===== src/design/cwf_pkg.sv =====
// Shared types and constants for the command whitelist filter.
// No dependencies; imported by every module of the block except cwf_ram.
package cwf_pkg;

  // Default table depth, handed to the top-level parameter.
  localparam int unsigned CWF_TABLE_DEPTH = 256;
  // Number of channels that a table mask can name.
  localparam int unsigned CWF_CHANNEL_COUNT = 16;

  // Table entry layout: netfn 29..24, cmd 23..16, channel mask 15..0.
  localparam int unsigned CWF_ENTRY_W = 30;

  // Register port.
  localparam int unsigned CWF_ADDR_W = 5;
  localparam int unsigned CWF_DATA_W = 32;

  localparam logic [2:0] REG_MODE  = 3'd0;
  localparam logic [2:0] REG_POST  = 3'd1;
  localparam logic [2:0] REG_SMM   = 3'd2;
  localparam logic [2:0] REG_SYS   = 3'd3;
  localparam logic [2:0] REG_TSIZE = 3'd4;

  // Restriction modes; anything above MODE_DENY denies as well.
  localparam logic [2:0] MODE_NONE      = 3'd0;
  localparam logic [2:0] MODE_ALLOW     = 3'd1;
  localparam logic [2:0] MODE_WHITELIST = 3'd2;
  localparam logic [2:0] MODE_DENY      = 3'd3;

  // Mailbox register B codes.
  localparam logic [7:0] MB_BIOS_DONE  = 8'h02;
  localparam logic [7:0] MB_BIOS_LOST0 = 8'h00;
  localparam logic [7:0] MB_BIOS_LOST1 = 8'h01;

  typedef enum logic [1:0] {
    REQ_FILTER = 2'd0,
    REQ_LOAD   = 2'd1,
    REQ_MBOX   = 2'd2,
    REQ_PRST   = 2'd3
  } cwf_req_e;

  typedef struct packed {
    logic [2:0] mode;
    logic       post;
    logic [4:0] smm_chan;
    logic [3:0] sys_chan;
    logic [8:0] tsize;
  } cwf_cfg_t;

  // Controller -> datapath commands.
  typedef struct packed {
    logic capture;  // latch the incoming transaction, clear scan state
    logic scan_en;  // advance the table scan
    logic commit;   // update state and load the result register
  } cwf_ctl_t;

  // Datapath -> controller status.
  typedef struct packed {
    logic in_is_filter;  // incoming transaction is a filter request
    logic scan_done;     // all searched entries compared
    logic hit;           // a matching entry was found
  } cwf_sts_t;

endpackage


===== src/design/cwf_regs.sv =====
// APB-style configuration register file for the filter.
// Depends on cwf_pkg.
module cwf_regs
  import cwf_pkg::*;
(
  input  logic                  clk_i,
  input  logic                  rst_ni,
  input  logic                  psel,
  input  logic                  penable,
  input  logic                  pwrite,
  input  logic [CWF_ADDR_W-1:0] paddr,
  input  logic [CWF_DATA_W-1:0] pwdata,
  output logic [CWF_DATA_W-1:0] prdata,
  output logic                  pready,
  output cwf_cfg_t              cfg_o
);

  cwf_cfg_t   cfg_q, cfg_d;
  logic       wr_en;
  logic [2:0] reg_idx;

  assign wr_en   = psel && penable && pwrite;
  assign reg_idx = paddr[4:2];
  assign pready  = 1'b1;

  always_comb begin
    cfg_d = cfg_q;
    if (wr_en) begin
      unique case (reg_idx)
        REG_MODE:  cfg_d.mode     = pwdata[2:0];
        REG_POST:  cfg_d.post     = pwdata[0];
        REG_SMM:   cfg_d.smm_chan = pwdata[4:0];
        REG_SYS:   cfg_d.sys_chan = pwdata[3:0];
        REG_TSIZE: cfg_d.tsize    = pwdata[8:0];
        default:   cfg_d = cfg_q;
      endcase
    end
  end

  always_comb begin
    unique case (reg_idx)
      REG_MODE:  prdata = {29'd0, cfg_q.mode};
      REG_POST:  prdata = {31'd0, cfg_q.post};
      REG_SMM:   prdata = {27'd0, cfg_q.smm_chan};
      REG_SYS:   prdata = {28'd0, cfg_q.sys_chan};
      REG_TSIZE: prdata = {23'd0, cfg_q.tsize};
      default:   prdata = '0;
    endcase
  end

  always_ff @(posedge clk_i or negedge rst_ni) begin
    if (!rst_ni) begin
      cfg_q.mode     <= MODE_WHITELIST;
      cfg_q.post     <= 1'b0;
      cfg_q.smm_chan <= 5'd16;
      cfg_q.sys_chan <= 4'd15;
      cfg_q.tsize    <= 9'd0;
    end else begin
      cfg_q <= cfg_d;
    end
  end

  assign cfg_o = cfg_q;

endmodule


===== config.mk =====
export PLATFORM = sky130hd
export DESIGN_NAME = cwf_regs
export DESIGN_NICKNAME = d
export VERILOG_FILES = /design/src/design/cwf_pkg.sv /design/src/design/cwf_regs.sv
export SDC_FILE = /design/constraint.sdc
export NUM_CORES = 1
export LEC_CHECK = 0
export BUFFER_PORTS_ARGS = -buffer_cell sky130_fd_sc_hd__buf_2
export CORE_UTILIZATION = 36
export CTS_CLUSTER_SIZE = 28
export DETAILED_ROUTE_END_ITERATION = 16
export GPL_TIMING_DRIVEN = 0
export PLACE_DENSITY = 0.76
export SLEW_MARGIN = 30
export SYNTH_ARGS = -nofsm -noshare
export SYNTH_HDL_FRONTEND = slang
export SYNTH_SLANG_ARGS = --single-unit

===== constraint.sdc =====
create_clock -name clk_i -period 1.1 [get_ports clk_i]
set_input_delay 0.22 -clock clk_i [delete_from_list [all_inputs] [get_ports clk_i]]
set_output_delay 0.22 -clock clk_i [all_outputs]
set_load 0.01 [all_outputs]

# After elaboration in Yosys (flattened, before gate mapping)

Index checks and enable logic that the tools add are counted.

Equality and inequality tests: 4
Muxes and demuxes: 1
Reduce and logical (&&, ||, !) cells: 8

Operators with widths:

| cell                                                                  | number |
|---|---|
| 9-bit case mux with 5 select lines                                    | 1 |
| 2-bit AND reduction                                                   | 5 |
| 3-bit by 2-bit equality test with 1-bit output, second input constant | 2 |
| 3-bit by 1-bit equality test with 1-bit output, second input constant | 1 |
| 3-bit equality test, second input constant                            | 1 |
| 3-bit zero test                                                       | 1 |
| 1-bit logical AND                                                     | 2 |

Flip-flop bits (word level): 22
Input bits: 42
Output and inout bits: 55

# Longest topological paths before layout

Depth in word-level cells: 3
Gate-level depth with buffers: 4
Mapped depth without buffers: 3

# Worst setup path after synthesis

OpenSTA, ideal clock, no wires.

Path type: input port to output port
Start point: input port paddr[2]
End point: output port prdata[3]
Arrival time: 1024 ps
Required time: 880 ps
Setup slack: -144 ps
Cell stages on the path: 3
Buffers on the path: 1
Cell sequence: buf_2 > mux2_2 > a32o_1

Longest elaborated chain between the ends: 2
Elaborated cells between the ends (all ways): 6
Those cells by class: eq/ne: 4; mux: 1; reduce/logical: 1

Ends and longest elaborated chain:

| what                                        | RTL line       | source |
|---|---|---|
| from (decl)                                 | cwf_regs.sv:11 | `input logic [CWF_ADDR_W-1:0] paddr,` |
| 3-bit equality test (tied with other cells) | cwf_regs.sv:41 | `unique case (reg_idx)` |
| 9-bit case mux with 5 select lines *        | cwf_regs.sv:41 |  |
| to (decl)                                   | cwf_regs.sv:13 | `output logic [CWF_DATA_W-1:0] prdata,` |

Mark *: on every way between the ends. The rest lies on a longest branch, timed or not.

# Worst setup path after layout

Start point: register cfg_q (netlist bit cfg_o[13])
End point: output port prdata[0]

Longest elaborated chain between the ends: 1

Ends and longest elaborated chain:

| what                               | RTL line       | source |
|---|---|---|
| from (decl)                        | cwf_regs.sv:18 | `cwf_cfg_t cfg_q, cfg_d;` |
| from (signal assigned)             | cwf_regs.sv:59 | `cfg_q <= cfg_d;` |
| 9-bit case mux with 5 select lines | cwf_regs.sv:41 |  |

Every way passes these cells.

==> impl_metrics.tcl <==
set metrics [dict create \
    outcome "finished with violations" \
    failed_checks "setup timing" \
    synth_top_family_by_area "multiplexers" \
    maxCapViolations 0 \
    setup_violations 23 \
    synth_area_per_cell_um2 12.0 \
    syn_area_um2 1280 \
    overflow 0 \
    combPwrFrac_pct 36.3 \
    fin_cells 240 \
    wl_per_cell_um 12.5 \
    r2r-start "cfg_o[11]" \
    dp.cells 221 \
    top_layer_used "met4" \
    vias 1014 \
    grt_pass1_wl_mm 4.29 \
    cts_max_path_buffers 2 \
    p_int_w 0.00196 \
    die_area_um2 3810 \
    routed_wl_mm 3.00 \
    diodes 0 \
    cp_slowest_cell "dfrtp_1" \
    switching_share_pct 28.5 \
    synth_compound_area_share_pct 4.48 \
    wl_met1_mm 1.36 \
    ys_seq_area_share_pct 43.5 \
    firstDrtPassIters 4 \
    fin_area_um2 1950 \
    dpl-instance-area_um2 1670 \
    drive_gt1_share_pct 67.0 \
    crit_path_end_kind "output port" \
    rsz0062_at_grt "true" \
    initialDrtViolationCount 7 \
    ioPinCount 97 \
    p_switching_w 0.000783 \
    dp_hpwl_mm 2.05 \
    cts_tree "yes" \
    grt_pass1_vias 898 \
    wl_met3_um 258 \
    yosys-top-cells-area "dfrtp_1, mux2_2, buf_4" \
    leakage_nw 1.05 \
    path_cells "mux2_4 -> o32a_1 -> buf_2" \
    worst_slew_pin_slew_ps 502 \
    relSlewSlack_pct 66.5 \
    cp-start-kind "flop" \
    die_h_um 61.7 \
    clock_latency_ps 320 \
    hp-class "in -> reg" \
    clkPwrFrac_pct 22.9 \
    ys_ff_latch 22 \
    slowest_delay_ps 410 \
    synth_warnings 0 \
    core_um2 3360 \
    final_hold_viol_count 0 \
    yosys.area_share.simple_pct 11.5 \
    final.setup.tns_ps -3920 \
    wl_met2_mm 1.35 \
    htreeDepth 1 \
    synthAdderAreaFrac_pct 0 \
    fin_crit_sh_pct 147 \
    setup_ws_ps -520 \
    maxSlewViolCount 0 \
    power_density_nw_per_um2 1410 \
    nNetsFinal 237 \
    min_period_ps 1620 \
    cp.required_ps 880 \
    critPathArrivalTime_ps 1400 \
    grt_max_degree 23 \
    gp_congestion 0.780 \
    avgViaCountPerCell 4.23 \
    numCtsBuffers 3 \
    io_buffers 46 \
    cp_max_fo 2 \
    power.total_w 0.00275 \
    largest_reg_flops 22 \
    finClkSkew_ps 0 \
    synth_xor_xnor_area_share_pct 0 \
    peakVddDrop_v 0.000993 \
    ys_types 24 \
    post_synth_mux_area_share_pct 24.3 \
    grt_antenna_before_repair 0 \
    ant_nets 0 \
    worstHoldStart "pwdata[8]" \
    start_util_pct 38.2 \
    drcViolationCount 0 \
    synth_top_area_share_pct 31.2 \
    seq_power_share_pct 40.8 \
    crit_type "reg -> out" \
    grtUsageTotal_pct 16.0 \
    synthCells 107 \
    root_buffer "clkbuf_4" \
    fmax_mhz 617 \
    yosys.area.top_type "dfrtp_1" \
    rows 21 \
    area_delta_synth_final_pct 52.2 \
    fp.dieW_um 61.7 \
    clk_pin_slew_worst_paths_ps 130 \
    crit_start "cfg_o[13]" \
    cts.sink_count 22 \
]
==> power groups by stage <==
stage | Sequential (W) | Combinational (W) | Clock, W
2_1_floorplan | 0.00119 | 0.000373 | 0
3_3_place_gp | 0.00113 | 0.000713 | 0
3_5_place_dp | 0.00113 | 0.000727 | 0
4_1_cts | 0.00111 | 0.000935 | 0.000636
5_1_grt | 0.00114 | 0.00109 | 0.000669
6_report | 0.00112 | 0.000998 | 0.000629
==> cells in the mapped netlist <==
cell      instances
a32o_1            1
nand3_1           3
mux2_4            3
nor2_1            3
o21ai_0           2
nand4_1           1
and2_1            4
nand4b_4          1
buf_4            25
a21oi_1           2
nor3_4            1
or3_4             1
o32a_1            1
dfstp_2           6
nor2_2            2
inv_1             1
dfrtp_1          16
nand3b_1          1
conb_1            2
mux2_2           21
mux2i_1           3
a22o_1            2
nand2b_1          3
buf_2             2
==> worst max-delay path: cells and delay by family (launching register included) <==
family,cells,cell delay (ps)
compound gates,1,270
buf+inv,1,140
flops,1,410
mux,1,260
==> layout by cell type (no fill, tap or decap), types with 3 or more instances in the layout <==
master / count
buf_6: 19
nand3_1: 3
buf_4: 33
mux2i_1: 3
clkbuf_4: 3
mux2_2: 20
dfstp_2: 6
buf_2: 35
dfrtp_1: 16
conb_1: 24
mux2_4: 4
==> final timing paths <==
path,to,slack (ps),cells after the start
max,prdata[0],-520,3
min,cfg_o[8],120,2
max reg2reg,cfg_o[11],170,3
min reg2reg,cfg_o[7],540,1
max in group asynchronous,cfg_o[9],350,2
min in group asynchronous,cfg_o[6],380,2
==> cells by family after synthesis <==
| family | Yosys count |
|---|---|
| buffers and inverters | 28 |
| muxes | 27 |
| DFF | 22 |
| and+or+nand+nor | 20 |
| AOI/OAI and AO/OA | 8 |
| other | 2 |
==> area by class of cell <==
cell class / instances / area, um2
Fill cell: 310 / 1410
Multi-Input combinational cell: 79 / 636
Sequential cell: 22 / 558
Timing Repair Buffer: 61 / 437
Buffer: 27 / 210
Tap cell: 46 / 57.6
Clock inverter: 1 / 30.0
Clock buffer: 3 / 22.5
Inverter: 1 / 3.75
==> repair_timing <==
| action | in CTS | in global routing |
|---|---|---|
| buffers inserted | 8 | 10 |
| endpoints found under the hold margin | 16 | 0 |
| pin swaps | 3 | 4 |
| resized for setup | 18 | 12 |
| endpoints found under the setup margin | 22 | 35 |
| hold buffers | 1 | 0 |
| cloned | 0 | 0 |
==> layer usage <==
| layer | vias up | track usage (%) |
|---|---|---|
| li1 | 499 | - |
| met1 | 455 | 22.7 |
| met2 | 56 | 22.9 |
| met3 | 4 | 4.76 |
| met4 | 0 | 6.03 |
| met5 | - | 0 |
==> through the flow <==
step                setup slack (ps)  util, %  hold slack [ps]
floorplan                       -101        -            -75.6
global placement                -339     49.6              207
detailed placement              -344     49.6              205
CTS                             -525     55.7              121
global route                    -583     58.1              114
finish                          -520     58.1              119
Note: power is estimated with default switching activity, not from simulation.
