[src/design/cwf_pkg.sv]
// Shared types and constants for the command whitelist filter.
// No dependencies; imported by every module of the block except cwf_ram.
package cwf_pkg;

  // Default table depth, handed to the top-level parameter.
  localparam int unsigned CWF_TABLE_DEPTH = 256;
  // Number of channels that a table mask can name.
  localparam int unsigned CWF_CHANNEL_COUNT = 16;

  // Table entry layout: netfn 29..24, cmd 23..16, channel mask 15..0.
  localparam int unsigned CWF_ENTRY_W = 30;

  // Register port.
  localparam int unsigned CWF_ADDR_W = 5;
  localparam int unsigned CWF_DATA_W = 32;

  localparam logic [2:0] REG_MODE  = 3'd0;
  localparam logic [2:0] REG_POST  = 3'd1;
  localparam logic [2:0] REG_SMM   = 3'd2;
  localparam logic [2:0] REG_SYS   = 3'd3;
  localparam logic [2:0] REG_TSIZE = 3'd4;

  // Restriction modes; anything above MODE_DENY denies as well.
  localparam logic [2:0] MODE_NONE      = 3'd0;
  localparam logic [2:0] MODE_ALLOW     = 3'd1;
  localparam logic [2:0] MODE_WHITELIST = 3'd2;
  localparam logic [2:0] MODE_DENY      = 3'd3;

  // Mailbox register B codes.
  localparam logic [7:0] MB_BIOS_DONE  = 8'h02;
  localparam logic [7:0] MB_BIOS_LOST0 = 8'h00;
  localparam logic [7:0] MB_BIOS_LOST1 = 8'h01;

  typedef enum logic [1:0] {
    REQ_FILTER = 2'd0,
    REQ_LOAD   = 2'd1,
    REQ_MBOX   = 2'd2,
    REQ_PRST   = 2'd3
  } cwf_req_e;

  typedef struct packed {
    logic [2:0] mode;
    logic       post;
    logic [4:0] smm_chan;
    logic [3:0] sys_chan;
    logic [8:0] tsize;
  } cwf_cfg_t;

  // Controller -> datapath commands.
  typedef struct packed {
    logic capture;  // latch the incoming transaction, clear scan state
    logic scan_en;  // advance the table scan
    logic commit;   // update state and load the result register
  } cwf_ctl_t;

  // Datapath -> controller status.
  typedef struct packed {
    logic in_is_filter;  // incoming transaction is a filter request
    logic scan_done;     // all searched entries compared
    logic hit;           // a matching entry was found
  } cwf_sts_t;

endpackage

[src/design/cwf_ctrl.sv]
// Controller state machine: accept, table scan, commit of the result.
// Depends on cwf_pkg.
module cwf_ctrl
  import cwf_pkg::*;
(
  input  logic     clk_i,
  input  logic     rst_ni,
  input  logic     in_valid_i,
  output logic     in_stall_o,
  output logic     out_valid_o,
  input  logic     out_stall_i,
  input  cwf_sts_t sts_i,
  output cwf_ctl_t ctl_o
);

  typedef enum logic [1:0] {
    ST_IDLE,
    ST_SCAN,
    ST_FINISH
  } state_e;

  state_e state_q, state_d;
  logic   out_valid_q, out_valid_d;
  logic   out_free;

  // Result register can take a new result when empty or drained this cycle.
  assign out_free = !out_valid_q || !out_stall_i;

  assign ctl_o.capture = (state_q == ST_IDLE) && in_valid_i;
  assign ctl_o.scan_en = (state_q == ST_SCAN);
  assign ctl_o.commit  = (state_q == ST_FINISH) && out_free;

  always_comb begin
    state_d = state_q;
    unique case (state_q)
      ST_IDLE: begin
        if (in_valid_i) begin
          state_d = sts_i.in_is_filter ? ST_SCAN : ST_FINISH;
        end
      end
      ST_SCAN: begin
        if (sts_i.hit || sts_i.scan_done) begin
          state_d = ST_FINISH;
        end
      end
      ST_FINISH: begin
        if (out_free) begin
          state_d = ST_IDLE;
        end
      end
      default: state_d = ST_IDLE;
    endcase

    out_valid_d = out_valid_q;
    if (ctl_o.commit) begin
      out_valid_d = 1'b1;
    end else if (!out_stall_i) begin
      out_valid_d = 1'b0;
    end
  end

  always_ff @(posedge clk_i or negedge rst_ni) begin
    if (!rst_ni) begin
      state_q     <= ST_IDLE;
      out_valid_q <= 1'b0;
    end else begin
      state_q     <= state_d;
      out_valid_q <= out_valid_d;
    end
  end

  assign in_stall_o  = (state_q != ST_IDLE);
  assign out_valid_o = out_valid_q;

endmodule

[config.mk]
export PLATFORM = sky130hd
export DESIGN_NAME = cwf_ctrl
export DESIGN_NICKNAME = d
export VERILOG_FILES = /design/src/design/cwf_pkg.sv /design/src/design/cwf_ctrl.sv
export SDC_FILE = /design/constraint.sdc
export NUM_CORES = 1
export LEC_CHECK = 0
export ABC_CLOCK_PERIOD_IN_PS = 1110
export BUFFER_PORTS_ARGS = -buffer_cell sky130_fd_sc_hd__buf_2
export CORE_AREA = 2 2 39 41
export CTS_BUF_LIST = sky130_fd_sc_hd__clkbuf_8
export DETAILED_ROUTE_END_ITERATION = 8
export DIE_AREA = 0 0 41 43
export PLACE_DENSITY = 0.4
export REMOVE_ABC_BUFFERS = 1
export SYNTH_ARGS = -nofsm -noshare
export SYNTH_HDL_FRONTEND = slang
export SYNTH_SLANG_ARGS = --single-unit
[constraint.sdc]
create_clock -name clk_i -period 1.11 [get_ports clk_i]
set_input_delay 0.1665 -clock clk_i [delete_from_list [all_inputs] [get_ports clk_i]]
set_output_delay 0.1665 -clock clk_i [all_outputs]
set_load 0.02 [all_outputs]
; ---- Word-level counts from Yosys, hierarchy flattened
; Index checks and enable logic that the tools add are counted.
[word_totals]
ff_bits = 3
out_inout_bits = 5
[op_classes]
mux = 7
reduce_logical = 9
n_eq_ne = 6
[op_table]
columns = operator, n
row1 = $mux W2, 4
row2 = $pmux W2 S3, 1
row3 = $ne A2 B1 Y1 const B, 2
row4 = $ne A2 B2 Y1 const B, 2
row5 = $reduce_and A3 Y1, 1
row6 = $eq A2 B1 Y1 const B, 1
row7 = $eq A2 B2 Y1 const B, 1
row8 = $logic_and A1 B1 Y1, 2
row9 = $logic_not A1 Y1, 2
row10 = $logic_not A2 Y1, 1
row11 = $logic_or A1 B1 Y1, 2
row12 = $mux W1, 2
row13 = $reduce_bool A2 Y1, 1

; ---- Longest topological paths before layout
[logic_depth]
depth_word = 4
depth_mapped = 3
mapped_depth_nobuf = 2

; ---- Worst setup path before layout
; Ideal clock, no wire load.
[synth_path]
path_kind = register to output
start = register state_q[1]
end = output port ctl_o[2] in the netlist's numbering
arrival_ns = 1.044
stages_incl_launch_ff = 3
setup_slack_ns = -0.101
n_path_buf = 0
cell_sequence = dfrtp_1 > or2_2 > nor2_1
[synth_rtl]
columns = element, line_no
row1 = from (decl), cwf_ctrl.sv:22  ; state_e state_q, state_d;
row2 = from (signal assigned), cwf_ctrl.sv:67  ; state_q <= state_d;
row3 = to (decl), cwf_ctrl.sv:13  ; output cwf_ctl_t ctl_o

==> results.py <==
metrics = {
    "run_status": {
        "outcome": "finished with violations",
        "violations": "setup timing",
    },
    "route": {
        "route.detailed.drc": 0,
        "drtAntennaViolNets": 0,
        "detailedRoute.firstIterationViolations": 5,
        "finalWirelength_um": 511,
        "routed_len_inst_um": 9.64,
        "vias_per_cell": 3.72,
        "vias": 197,
        "drtPass1Iterations": 3,
    },
    "grt": {
        "grt_pass1_vias": 202,
        "grt_overflow": 0,
        "grt_max_degree": 6,
        "groute.usage.overall_pct": 7.64,
        "grt_antenna_before_repair": 0,
        "grt_pass1_wl_um": 814,
    },
    "timing": {
        "worst_slew_pin_slew_ps": 142,
        "post-route-period-util_pct": 117,
        "rsz_0062_raised_after_global_routing": "yes",
        "setup_slack_ps": -184,
        "layout_min_cycle_time_ps": 1290,
        "report.final.slew_viol_count": 0,
        "maxClockFrequency_ghz": 0.773,
        "finalSetupViolations": 5,
        "hold-worst-slack_ps": 236,
        "fin_worst_skew_ps": 0.862,
        "timing.max_slew.rel_slack_pct": 90.5,
        "fin_tns_setup_ps": -660,
        "hold_violations": 0,
    },
    "yosys": {
        "yosys-top-cells-count": "3 x sky130_fd_sc_hd__dfrtp_1, 2 x sky130_fd_sc_hd__a21oi_1, 2 x sky130_fd_sc_hd__inv_1, 2 x sky130_fd_sc_hd__nand2_1, 2 x sky130_fd_sc_hd__nor2_1",
        "postSynth.asyncResetShare_pct": 100,
        "yosys.area.top_type_share_pct": 44.1,
        "synth.lib_cells_used.distinct": 13,
        "yosysTopAreaCell": "sky130_fd_sc_hd__dfrtp_1",
        "synth_top_cells_by_area": "sky130_fd_sc_hd__dfrtp_1 44%, sky130_fd_sc_hd__a21oi_1 5.9%, sky130_fd_sc_hd__or4b_1 5.9%",
        "synth_sequential_area_ratio_pct": 44.1,
        "yosys.area_share.adder_pct": 0,
        "synthCells": 19,
        "yosysWarnings": 0,
        "compound_cell_area_share_of_the_yosys_netlist_pct": 11.0,
        "synth.cell_area_um2": 170,
        "synth-seq-cells": 3,
        "post_synth_edffs": 0,
        "dominant_combinational_cell_family_by_area_after_synthesis": "simple AND/OR/NAND/NOR gates",
        "average_cell_area_after_synthesis_um2": 8.96,
        "synth_simple_gate_area_share_pct": 36.0,
        "synth.most_common_cell": "sky130_fd_sc_hd__dfrtp_1",
        "synthXorXnorAreaFrac_pct": 0,
        "synth.mux.area_fraction_pct": 0,
        "ys.flop_type": "sky130_fd_sc_hd__dfrtp_1",
    },
    "finish": {
        "synthToLayoutAreaGrowth_pct": 115,
        "final_nets": 45,
        "nFillCells": 156,
        "finish.instance_area_um2": 367,
        "non_filler_cells_final": 53,
        "drive_gt1_share_pct": 64.9,
        "antenna_cells": 0,
        "util_after_layout_pct": 26.5,
    },
    "critical_path": {
        "regToRegStartpoint": "state_q[1]",
        "crit-reg2reg-capture": "state_q[1]",
        "rrSetupSlack_ps": -120,
        "critical_path_required_ps": 940,
        "worst_r2r_path_depth": 3,
        "worstSetupStartpointType": "flop",
        "critical_path_arrival_ps": 1130,
        "critPathKind": "reg2out",
        "critical_path_peak_fanout": 4,
        "worstSetupEndpointType": "output port",
    },
    "place": {
        "gpl.final_weighted_congestion": 0.622,
        "dp_cells": 46,
        "dpl-instance-area_um2": 245,
        "numPortBuffers": 11,
    },
    "cts": {
        "numCtsBuffers": 3,
        "worst_skew_pair.late_latency_ps": 210,
        "cts.path.max_buffers": 2,
        "cts-root-buf": "sky130_fd_sc_hd__clkbuf_8",
        "htree_levels": 1,
        "cts.sink_count": 3,
        "clkSlewWorstSetupHoldPaths_ps": 30,
        "cts_tree": "built",
    },
    "run": {
        "max_cap_viol_count": 0,
    },
    "floorplan": {
        "core_region_area_um2": 1380,
        "initial_utilization_pct": 12.3,
        "io_pins": 12,
        "dieHeight_um": 43,
        "dieWidth_um": 41,
        "die_area_um2": 1760,
        "core.rowCount": 14,
    },
    "min_path": {
        "min_from": "sts_i[1]",
        "holdCritPathClass": "in2reg",
        "worstHoldEndpoint": "state_q[0]",
        "hold_critical_path_depth": 3,
    },
    "power": {
        "cellLeakagePower_nw": 0.186,
        "power_per_cell_area_nw_per_um2": 2110,
        "irDropWorstVdd_mv": 0.561,
    },
}
## where the power goes
group          total (W)  switching [W]  internal (W)
logic           0.000309       0.000145      0.000164
clock network   0.000301      0.0000664      0.000235
registers       0.000164      0.0000267      0.000137
total           0.000774       0.000238      0.000536
## registers in the layout, indices dropped and copies added (netlist names)
register	cells
state_q	2
out_valid_o	1
## worst max path at each step
stage,slack [ps],cells past startpoint,start,endpoint
finish,-180,3,state_q[1],ctl_o[0]
global route,-260,3,state_q[1],ctl_o[0]
CTS,-190,3,state_q[1],ctl_o[0]
detailed placement,-5,3,state_q[0],ctl_o[0]
global placement,-4,3,state_q[0],ctl_o[0]
floorplan,-100,2,state_q[1],ctl_o[2]
## cell usage in the layout, fill, tap and decap left out
master and instances:
sky130_fd_sc_hd__a21oi_1 1, sky130_fd_sc_hd__a21oi_2 1, sky130_fd_sc_hd__buf_2 7, sky130_fd_sc_hd__buf_4 3, sky130_fd_sc_hd__buf_6 4, sky130_fd_sc_hd__clkbuf_8 3, sky130_fd_sc_hd__dfrtp_1 3, sky130_fd_sc_hd__dlygate4sd3_1 1
sky130_fd_sc_hd__inv_1 2, sky130_fd_sc_hd__inv_2 1, sky130_fd_sc_hd__nand2_1 2, sky130_fd_sc_hd__nand2b_4 1, sky130_fd_sc_hd__nand3b_1 1, sky130_fd_sc_hd__nor2_1 1, sky130_fd_sc_hd__nor2_2 1, sky130_fd_sc_hd__o221ai_2 1
sky130_fd_sc_hd__or2_4 1, sky130_fd_sc_hd__or2b_1 1, sky130_fd_sc_hd__or3b_1 1, sky130_fd_sc_hd__or4b_4 1
## layout make-up
type	instances	area, um^2	share of cell area, %
inverter	2	7.51	2.05
clock buffer	3	41.3	11.3
timing repair buffer	15	113	30.7
multi-input combinational	13	106	29.0
tap	16	20.0	5.46
sequential	3	75.1	20.5
clock inverter	1	3.75	1.02
## logic make-up after synthesis
| kind of cell | Yosys count |
|---|---|
| buf+inv | 3 |
| flops | 3 |
| compound gates | 3 |
| simple gates | 10 |
## routing by layer
| layer | wire length (um) | GRT usage, % | vias up |
|---|---|---|---|
| li1 | - | - | 99 |
| met1 | 225 | 8.06 | 86 |
| met2 | 222 | 9.38 | 12 |
| met3 | 64 | 4.71 | 0 |
| met4 | 0 | 8.00 | 0 |
| met5 | 0 | 0 | - |
## repair_timing
action | in CTS | in global routing
resized for setup | 6 | 9
hold buffers | 1 | 0
cloned | 0 | 0
endpoints found under the setup margin | 4 | 5
pin swaps | 0 | 0
endpoints found under the hold margin | 3 | 0
buffers inserted | 1 | 1
## worst max-delay path, stage by stage, from the launching register on
cell	delay (ps)
sky130_fd_sc_hd__dfrtp_1	390
sky130_fd_sc_hd__or2b_1	270
sky130_fd_sc_hd__a21oi_2	130
sky130_fd_sc_hd__buf_6	130
## metrics by stage
step                      setup WS [ps]  power (W)
after floorplan                    -101   0.000278
after CTS                          -187   0.000722
final                              -184   0.000774
after global placement            -3.57   0.000361
after detailed placement          -4.84   0.000362
after global routing               -261   0.000822
Power figures use the tool's default switching activity.
